[src/hdl/egvp_pkg.sv]
// ----------------------------------------------------------------------------
// egvp_pkg
// Shared widths, constants and the queue item type of the order-1
// exponential Golomb packer.
// ----------------------------------------------------------------------------
package egvp_pkg;

  localparam int VALUE_W = 32;              // count_value width
  localparam int WORD_W  = 32;              // packed word width
  localparam int CNT_W   = 18;              // total bit count width
  localparam int SUM_W   = VALUE_W + 1;     // width of value + 2
  localparam int CODE_W  = 2 * VALUE_W;     // longest code
  localparam int LEN_W   = $clog2(CODE_W + 1);
  localparam int FREE_W  = $clog2(WORD_W + 1);
  localparam int NPOS_W  = $clog2(SUM_W);

  localparam logic [CNT_W-1:0] CNT_MAX = {CNT_W{1'b1}};

  // One classified item: the code left aligned in CODE_W bits and its length.
  typedef struct packed {
    logic [CODE_W-1:0] code;
    logic [LEN_W-1:0]  len;
    logic              last;
  } egvp_item_t;

endpackage

[src/hdl/egvp_front.sv]
// ----------------------------------------------------------------------------
// egvp_front
// Input register and classifier: finds the code length and left aligns
// the code before handing the item to the queue.
// ----------------------------------------------------------------------------
module egvp_front
  import egvp_pkg::*;
(
  input  logic               clk,
  input  logic               rst_n,
  input  logic               in_valid,
  output logic               in_ready,
  input  logic [VALUE_W-1:0] in_count_value,
  input  logic               in_last_place,
  output logic               push,
  input  logic               full,
  output egvp_item_t         push_item
);

  logic             a_valid_r, a_valid_nxt;
  logic [SUM_W-1:0] a_sum_r;
  logic             a_last_r;
  logic [NPOS_W-1:0] lead_pos;
  logic [LEN_W-1:0]  code_len;
  logic [LEN_W-1:0]  align_sh;
  logic              accept;

  assign push     = a_valid_r && !full;
  assign in_ready = !a_valid_r || !full;
  assign accept   = in_valid && in_ready;

  always_comb begin
    a_valid_nxt = a_valid_r;
    if (accept) begin
      a_valid_nxt = 1'b1;
    end else if (push) begin
      a_valid_nxt = 1'b0;
    end
  end

  always_ff @(posedge clk) begin
    if (!rst_n) begin
      a_valid_r <= 1'b0;
    end else begin
      a_valid_r <= a_valid_nxt;
    end
  end

  // The code of v is v + 2 written in 2n bits, n being the position of the
  // leading one of v + 2.
  always_ff @(posedge clk) begin
    if (accept) begin
      a_sum_r  <= {1'b0, in_count_value} + SUM_W'(2);
      a_last_r <= in_last_place;
    end
  end

  always_comb begin
    lead_pos = '0;
    for (int i = 0; i < SUM_W; i++) begin
      if (a_sum_r[i]) begin
        lead_pos = NPOS_W'(i);
      end
    end
  end

  assign code_len = {lead_pos, 1'b0};
  assign align_sh = LEN_W'(CODE_W) - code_len;

  assign push_item.code = {{(CODE_W-SUM_W){1'b0}}, a_sum_r} << align_sh;
  assign push_item.len  = code_len;
  assign push_item.last = a_last_r;

endmodule

[src/hdl/egvp_queue.sv]
// ----------------------------------------------------------------------------
// egvp_queue
// Two-entry queue between the classifier and the packing engine.
// ----------------------------------------------------------------------------
module egvp_queue
  import egvp_pkg::*;
(
  input  logic       clk,
  input  logic       rst_n,
  input  logic       push,
  input  egvp_item_t push_item,
  output logic       full,
  input  logic       pop,
  output logic       q_valid,
  output egvp_item_t q_item
);

  egvp_item_t mem_r [2];
  logic       wr_ptr_r, wr_ptr_nxt;
  logic       rd_ptr_r, rd_ptr_nxt;
  logic [1:0] fill_r, fill_nxt;

  assign full    = (fill_r == 2'd2);
  assign q_valid = (fill_r != 2'd0);
  assign q_item  = mem_r[rd_ptr_r];

  always_comb begin
    wr_ptr_nxt = push ? !wr_ptr_r : wr_ptr_r;
    rd_ptr_nxt = pop ? !rd_ptr_r : rd_ptr_r;
    fill_nxt   = fill_r + {1'b0, push} - {1'b0, pop};
  end

  always_ff @(posedge clk) begin
    if (push) begin
      mem_r[wr_ptr_r] <= push_item;
    end
  end

  always_ff @(posedge clk) begin
    if (!rst_n) begin
      wr_ptr_r <= 1'b0;
      rd_ptr_r <= 1'b0;
      fill_r   <= 2'd0;
    end else begin
      wr_ptr_r <= wr_ptr_nxt;
      rd_ptr_r <= rd_ptr_nxt;
      fill_r   <= fill_nxt;
    end
  end

endmodule

[src/hdl/egvp_back.sv]
// ----------------------------------------------------------------------------
// egvp_back
// Packing engine: moves code bits into the partial word one chunk per
// cycle while the output is free, emits full words, flushes on the last item.
// ----------------------------------------------------------------------------
module egvp_back
  import egvp_pkg::*;
(
  input  logic              clk,
  input  logic              rst_n,
  input  logic              q_valid,
  input  egvp_item_t        q_item,
  output logic              pop,
  output logic              out_valid,
  input  logic              out_ready,
  output logic [WORD_W-1:0] out_packed_word,
  output logic              out_final_word,
  output logic [CNT_W-1:0]  out_total_bits
);

  logic              have_r, have_nxt;
  logic [CODE_W-1:0] code_r, code_nxt;
  logic [LEN_W-1:0]  rem_r, rem_nxt;
  logic              last_r, last_nxt;
  logic [WORD_W-1:0] part_r, part_nxt;
  logic [FREE_W-1:0] free_r, free_nxt;
  logic [CNT_W-1:0]  cnt_r, cnt_nxt;
  logic              ov_r, ov_nxt;
  logic [WORD_W-1:0] ow_r, ow_nxt;
  logic              of_r, of_nxt;
  logic [CNT_W-1:0]  ot_r, ot_nxt;

  logic              out_free;
  logic              step;
  logic              emit;
  logic [LEN_W-1:0]  take;
  logic [WORD_W-1:0] part_fill;
  logic [FREE_W-1:0] free_left;
  logic [LEN_W-1:0]  rem_left;
  logic [CNT_W:0]    cnt_sum;

  assign out_free = !ov_r || out_ready;
  assign pop      = !have_r && q_valid;
  assign step     = have_r && out_free;

  assign take      = (rem_r < LEN_W'(free_r)) ? rem_r : LEN_W'(free_r);
  // The code is left aligned, so the top bits drop straight into the free
  // low positions of the partial word; bits past the code are zero.
  assign part_fill = part_r |
                     (code_r[CODE_W-1 -: WORD_W] >> (FREE_W'(WORD_W) - free_r));
  assign free_left = free_r - FREE_W'(take);
  assign rem_left  = rem_r - take;
  assign cnt_sum   = {1'b0, cnt_r} + (CNT_W+1)'(q_item.len);

  always_comb begin
    have_nxt = have_r;
    code_nxt = code_r;
    rem_nxt  = rem_r;
    last_nxt = last_r;
    part_nxt = part_r;
    free_nxt = free_r;
    cnt_nxt  = cnt_r;
    emit     = 1'b0;
    ow_nxt   = ow_r;
    of_nxt   = of_r;
    ot_nxt   = ot_r;
    if (pop) begin
      have_nxt = 1'b1;
      code_nxt = q_item.code;
      rem_nxt  = q_item.len;
      last_nxt = q_item.last;
      cnt_nxt  = cnt_sum[CNT_W] ? CNT_MAX : cnt_sum[CNT_W-1:0];
    end else if (step) begin
      if (rem_r != '0) begin
        code_nxt = code_r << take;
        rem_nxt  = rem_left;
        part_nxt = part_fill;
        free_nxt = free_left;
        if (free_left == '0) begin
          emit     = 1'b1;
          ow_nxt   = part_fill;
          of_nxt   = last_r && (rem_left == '0);
          ot_nxt   = (last_r && (rem_left == '0)) ? cnt_r : '0;
          part_nxt = '0;
          free_nxt = FREE_W'(WORD_W);
        end
        if (rem_left == '0) begin
          if (!last_r) begin
            have_nxt = 1'b0;
          end else if (free_left == '0) begin
            // Last code filled its word exactly: no padding word follows.
            have_nxt = 1'b0;
            cnt_nxt  = '0;
          end
        end
      end else begin
        // Flush the partly filled word of the last item.
        emit     = 1'b1;
        ow_nxt   = part_r;
        of_nxt   = 1'b1;
        ot_nxt   = cnt_r;
        part_nxt = '0;
        free_nxt = FREE_W'(WORD_W);
        cnt_nxt  = '0;
        have_nxt = 1'b0;
      end
    end
    if (emit) begin
      ov_nxt = 1'b1;
    end else if (out_ready) begin
      ov_nxt = 1'b0;
    end else begin
      ov_nxt = ov_r;
    end
  end

  always_ff @(posedge clk) begin
    if (!rst_n) begin
      have_r <= 1'b0;
      part_r <= '0;
      free_r <= FREE_W'(WORD_W);
      cnt_r  <= '0;
      ov_r   <= 1'b0;
    end else begin
      have_r <= have_nxt;
      part_r <= part_nxt;
      free_r <= free_nxt;
      cnt_r  <= cnt_nxt;
      ov_r   <= ov_nxt;
    end
  end

  always_ff @(posedge clk) begin
    code_r <= code_nxt;
    rem_r  <= rem_nxt;
    last_r <= last_nxt;
    ow_r   <= ow_nxt;
    of_r   <= of_nxt;
    ot_r   <= ot_nxt;
  end

  assign out_valid       = ov_r;
  assign out_packed_word = ow_r;
  assign out_final_word  = of_r;
  assign out_total_bits  = ot_r;

  a_free_range: assert property (@(posedge clk) disable iff (!rst_n)
    (free_r != '0) && (free_r <= FREE_W'(WORD_W)))
    else $error("free bit count out of range");

  a_flush_only_last: assert property (@(posedge clk) disable iff (!rst_n)
    have_r && (rem_r == '0) |-> last_r)
    else $error("flush phase on an item that is not last");

  a_total_on_final: assert property (@(posedge clk) disable iff (!rst_n)
    ov_r && !of_r |-> (ot_r == '0))
    else $error("bit total on a word that is not final");

  a_clear_after_final: assert property (@(posedge clk) disable iff (!rst_n)
    emit && of_nxt |=> (cnt_r == '0) && (free_r == FREE_W'(WORD_W)) && !have_r)
    else $error("packer not cleared after final word");

endmodule

[src/hdl/exp_golomb_value_packer.sv]
// ----------------------------------------------------------------------------
// exp_golomb_value_packer
// Order-1 exponential Golomb encoder that packs codes MSB first into words.
// ----------------------------------------------------------------------------
//  channel   ports                                   direction
//  input     in_valid/in_ready, in_count_value,      in
//            in_last_place
//  result    out_valid/out_ready, out_packed_word,   out
//            out_final_word, out_total_bits
//
// The classifier takes one item per cycle, while the queue is not full, into a
// two-entry queue. The packing engine loads an item only once the last one is
// done, moves one word fragment of its code (one to three) per cycle while the
// output is free, and for a last item flushes the padded word. A count reaches
// out_valid through the input register, the queue, the engine's item registers
// and the output word register. Synchronous reset empties the queue and the
// partial word; a stalled result holds the engine, the queue fills and in_ready drops.
// ----------------------------------------------------------------------------
module exp_golomb_value_packer
  import egvp_pkg::*;
(
  input  logic               clk,
  input  logic               rst_n,
  input  logic               in_valid,
  output logic               in_ready,
  input  logic [VALUE_W-1:0] in_count_value,
  input  logic               in_last_place,
  output logic               out_valid,
  input  logic               out_ready,
  output logic [WORD_W-1:0]  out_packed_word,
  output logic               out_final_word,
  output logic [CNT_W-1:0]   out_total_bits
);

  logic       push;
  logic       full;
  logic       pop;
  logic       q_valid;
  egvp_item_t push_item;
  egvp_item_t q_item;

  egvp_front u_front (
    .clk            (clk),
    .rst_n          (rst_n),
    .in_valid       (in_valid),
    .in_ready       (in_ready),
    .in_count_value (in_count_value),
    .in_last_place  (in_last_place),
    .push           (push),
    .full           (full),
    .push_item      (push_item)
  );

  egvp_queue u_queue (
    .clk       (clk),
    .rst_n     (rst_n),
    .push      (push),
    .push_item (push_item),
    .full      (full),
    .pop       (pop),
    .q_valid   (q_valid),
    .q_item    (q_item)
  );

  egvp_back u_back (
    .clk             (clk),
    .rst_n           (rst_n),
    .q_valid         (q_valid),
    .q_item          (q_item),
    .pop             (pop),
    .out_valid       (out_valid),
    .out_ready       (out_ready),
    .out_packed_word (out_packed_word),
    .out_final_word  (out_final_word),
    .out_total_bits  (out_total_bits)
  );

endmodule

[config.mk]
export PLATFORM = sky130hd
export DESIGN_NAME = exp_golomb_value_packer
export DESIGN_NICKNAME = d
export VERILOG_FILES = /design/src/hdl/egvp_pkg.sv /design/src/hdl/egvp_front.sv /design/src/hdl/egvp_queue.sv /design/src/hdl/egvp_back.sv /design/src/hdl/exp_golomb_value_packer.sv
export SDC_FILE = /design/constraint.sdc
export NUM_CORES = 1
export LEC_CHECK = 0
export ABC_AREA = 1
export BUFFER_PORTS_ARGS = -buffer_cell sky130_fd_sc_hd__buf_2
export CORE_ASPECT_RATIO = 1.2
export CORE_UTILIZATION = 51
export DETAILED_ROUTE_END_ITERATION = 8
export PLACE_DENSITY = 0.65
export SETUP_SLACK_MARGIN = 0.1
export SLEW_MARGIN = 20
export SYNTH_ARGS = -nofsm -noshare
export SYNTH_HDL_FRONTEND = slang
export SYNTH_HIERARCHICAL = 1
export SYNTH_SLANG_ARGS = --single-unit
[constraint.sdc]
create_clock -name clk -period 6.7 [get_ports clk]
set_input_delay 0.335 -clock clk [delete_from_list [all_inputs] [get_ports clk]]
set_output_delay 0.335 -clock clk [all_outputs]
set_load 0.05 [all_outputs]
==> reports/results.tsv <==
metric	value	unit
capturing point of the worst reg2reg path	u_back/out_packed_word[4]	
FF/Latch Area	0.01032	mm2
worst path buffer plus inverter count	3	
EDFF count, synth	301	
number of hold buffers added after CTS	2	
Die X-Extent	198.6	um
max-slew violation count	0	
sequential element share of the synthesized area	43.61	%
commonest non-fill, non-tap cell in the layout	nand2_1	
Place WS	1.761	ns
clock buffer depth	3	
synthesized area per cell	7.841	um2
Setup WS post-layout	1.744	ns
hold_sp	in_count_value[1]	
CP dominant cell by count	nand2_1	
Hold Path End	u_front/a_sum_r[1]	
outcome	finished, final reports clean	
gr ovfl total	0	
worst rel slew slack	29.22	%
Hold WS	0.02927	ns
skew final	0.03942	ns
Mapped Nets	3086	
Worst R2R Path Depth	18	
DIE AREA	0.04727	mm2
diodes inserted	0	
largest delay contributor family on the critical path	simple AND/OR/NAND/NOR gates	
setup bufs post-CTS	0	
Area Overhead vs Synth	7.873	%
first-pass GRT wire length	110.7	mm
H-tree lvl count	2	
critical path cell sequence	inv_1 -> ha_1 -> a21oi_1 -> nand2_1 -> nand2_1 -> nand2_4 -> nand2_2 -> nand2_4 -> ha_1 -> fa_1 -> o21ai_0 -> xnor2_1 -> inv_1 -> nor3_1 -> nand3_1 -> nand2_1 -> nand2_1 -> inv_2	
Worst-Margin Slew	1.059	ns
most frequent cells in the layout	857 x nand2_1, 728 x nand3_1, 301 x edfxtp_1	
Final nets	3073	
top_reg_cell synth	edfxtp_1	
port bufs	89	
#FFs+latches synth	365	
root buf cell	clkbuf_16	
clock-pin slew on the worst setup and hold paths	0.07	ns
DP HPWL	51.46	mm
Core ar.	0.04584	mm2
crit path max fanout	55	
# Max-Cap Violations	0	
CP Launch Type	flop	
FILL cells	4400	
synth unique cells	55	
Core Rows	86	
GRT Overall Usage	30.25	%
initial DRC count	1725	
HP Class	in -> reg	
YS warnings	6	
DRT Pass-1 Iters	7	
Clk Latency, worst-skew pair	0.57	ns
Die H	238.0	um
WL/cell	19.62	um
Mapped Cells	3018	
Multi-input gate area	0.01175	mm2
CTS resizes	0	
Setup CP Type	reg -> reg	
via count	21305	
largest net degree at the start of global routing	71	
setup repair after global routing missed its margin	false	
hold path depth	2	
CP endpoint kind	flop	
Via density	5.835	
mapped cell area	0.02366	mm2
Achievable Freq	201.8	MHz
TNS Setup	0	ns
final hold viol count	0	
CTS tree	done	
final worst-path cycle share	73.97	%
Tmin final	4.956	ns
share of cells above drive strength 1	10.15	%
Num CTS Buffers	39	
R2R setup slack	1.74	ns
r2r startpoint	u_back/free_r[2]	
initial antenna violation count	0	
crit-path max cell delay	0.80	ns
post-route ant nets	0	
async set or reset register ratio after synthesis	0	%
vias in the first global route	20127	
final wirelength	71.64	mm
Worst Path Required	6.89	ns
IO Pins	90	
slowest CP cell	inv_2	
WP data arrival	5.15	ns
DRC	0	
clk sinks	365	
Setup-failing EPs final	0	
RePlAce Congestion	0.9487	
Initial Util	51.62	%
## final cells by class
| class | instances | area share (%) |
|---|---|---|
| Sequential cell | 365 | 40.44 |
| Tap cell | 616 | 3.019 |
| Multi-Input combinational cell | 2285 | 46.04 |
| Clock inverter | 23 | 0.7647 |
| Timing Repair Buffer | 122 | 2.735 |
| Clock buffer | 48 | 4.162 |
| Inverter | 192 | 2.833 |
## state kept, by name (all words and copies together) (netlist names), named ones only
register	count
u_queue/mem_r	144
u_back/code_r	64
u_front/a_sum_r	33
u_back/out_packed_word	32
u_back/part_r	32
u_back/cnt_r	18
u_back/out_total_bits	18
u_back/rem_r	7
u_back/free_r	6
u_queue/fill_r	2
u_back/have_r	1
u_back/last_r	1
u_back/out_final_word	1
u_back/out_valid	1
u_front/a_last_r	1
u_front/a_valid_r	1
u_queue/rd_ptr_r	1
u_queue/wr_ptr_r	1
## worst max-delay path by stage
stage	start	end	slack, ns	cells after the start
floorplan	u_back/free_r[5]	u_back/out_final_word	2.17	22
global placement	u_back/free_r[2]	u_back/out_packed_word[4]	1.84	20
detailed placement	u_back/free_r[2]	u_back/out_packed_word[4]	1.76	18
CTS	u_back/free_r[2]	u_back/out_packed_word[4]	1.74	18
global route	u_back/free_r[2]	u_back/out_packed_word[4]	1.29	18
finish	u_back/free_r[2]	u_back/out_packed_word[4]	1.74	18
## through the flow
step | cells | util, % | instance area (um2)
after floorplan | 3018 | - | 23660
after global placement | 3578 | 52.89 | 24250
after detailed placement | 3578 | 52.89 | 24250
after CTS | 3651 | 55.68 | 25520
after global routing | 3651 | 55.69 | 25530
final | 3651 | 55.69 | 25530
## synthesized netlist by cell type (16+ instances only)
library cell	n	area, um2
xor2_1	35	306.5
nor2_1	163	611.8
buf_4	17	127.6
a21oi_1	105	525.5
nand3_1	728	3643
nand4_1	18	112.6
edfxtp_1	301	9039
xnor2_1	16	140.1
clkbuf_1	79	296.5
a21o_1	21	157.7
buf_2	54	270.3
o21ai_1	21	105.1
nand2_1	859	3224
mux2_4	70	1051
inv_1	181	679.4
dfxtp_1	64	1281
o21ai_0	110	550.5
ha_1	28	350.3
## kinds of logic after synthesis
| kind of cell | Yosys count | share of synthesized area, % |
|---|---|---|
| flip-flops | 365 | 43.61 |
| adder cells (fa/ha/maj) | 31 | 1.734 |
| AO/OA/AOI/OAI | 300 | 7.038 |
| multiplexers | 78 | 4.791 |
| buffers and inverters | 368 | 7.170 |
| AND/OR/NAND/NOR | 1824 | 33.75 |
| XOR/XNOR | 51 | 1.888 |
| other | 1 | 0.01585 |
## metal layers
metal	up-vias	track usage, %	wire length (um)
li1	10307	-	-
met3	186	3.618	3937
met2	826	51.07	34530
met4	0	13.73	3474
met5	-	0	0
met1	9986	38.65	29690
Power is not shown: default switching activity piles up to over one toggle a cycle in this logic, so the estimate is an artifact.
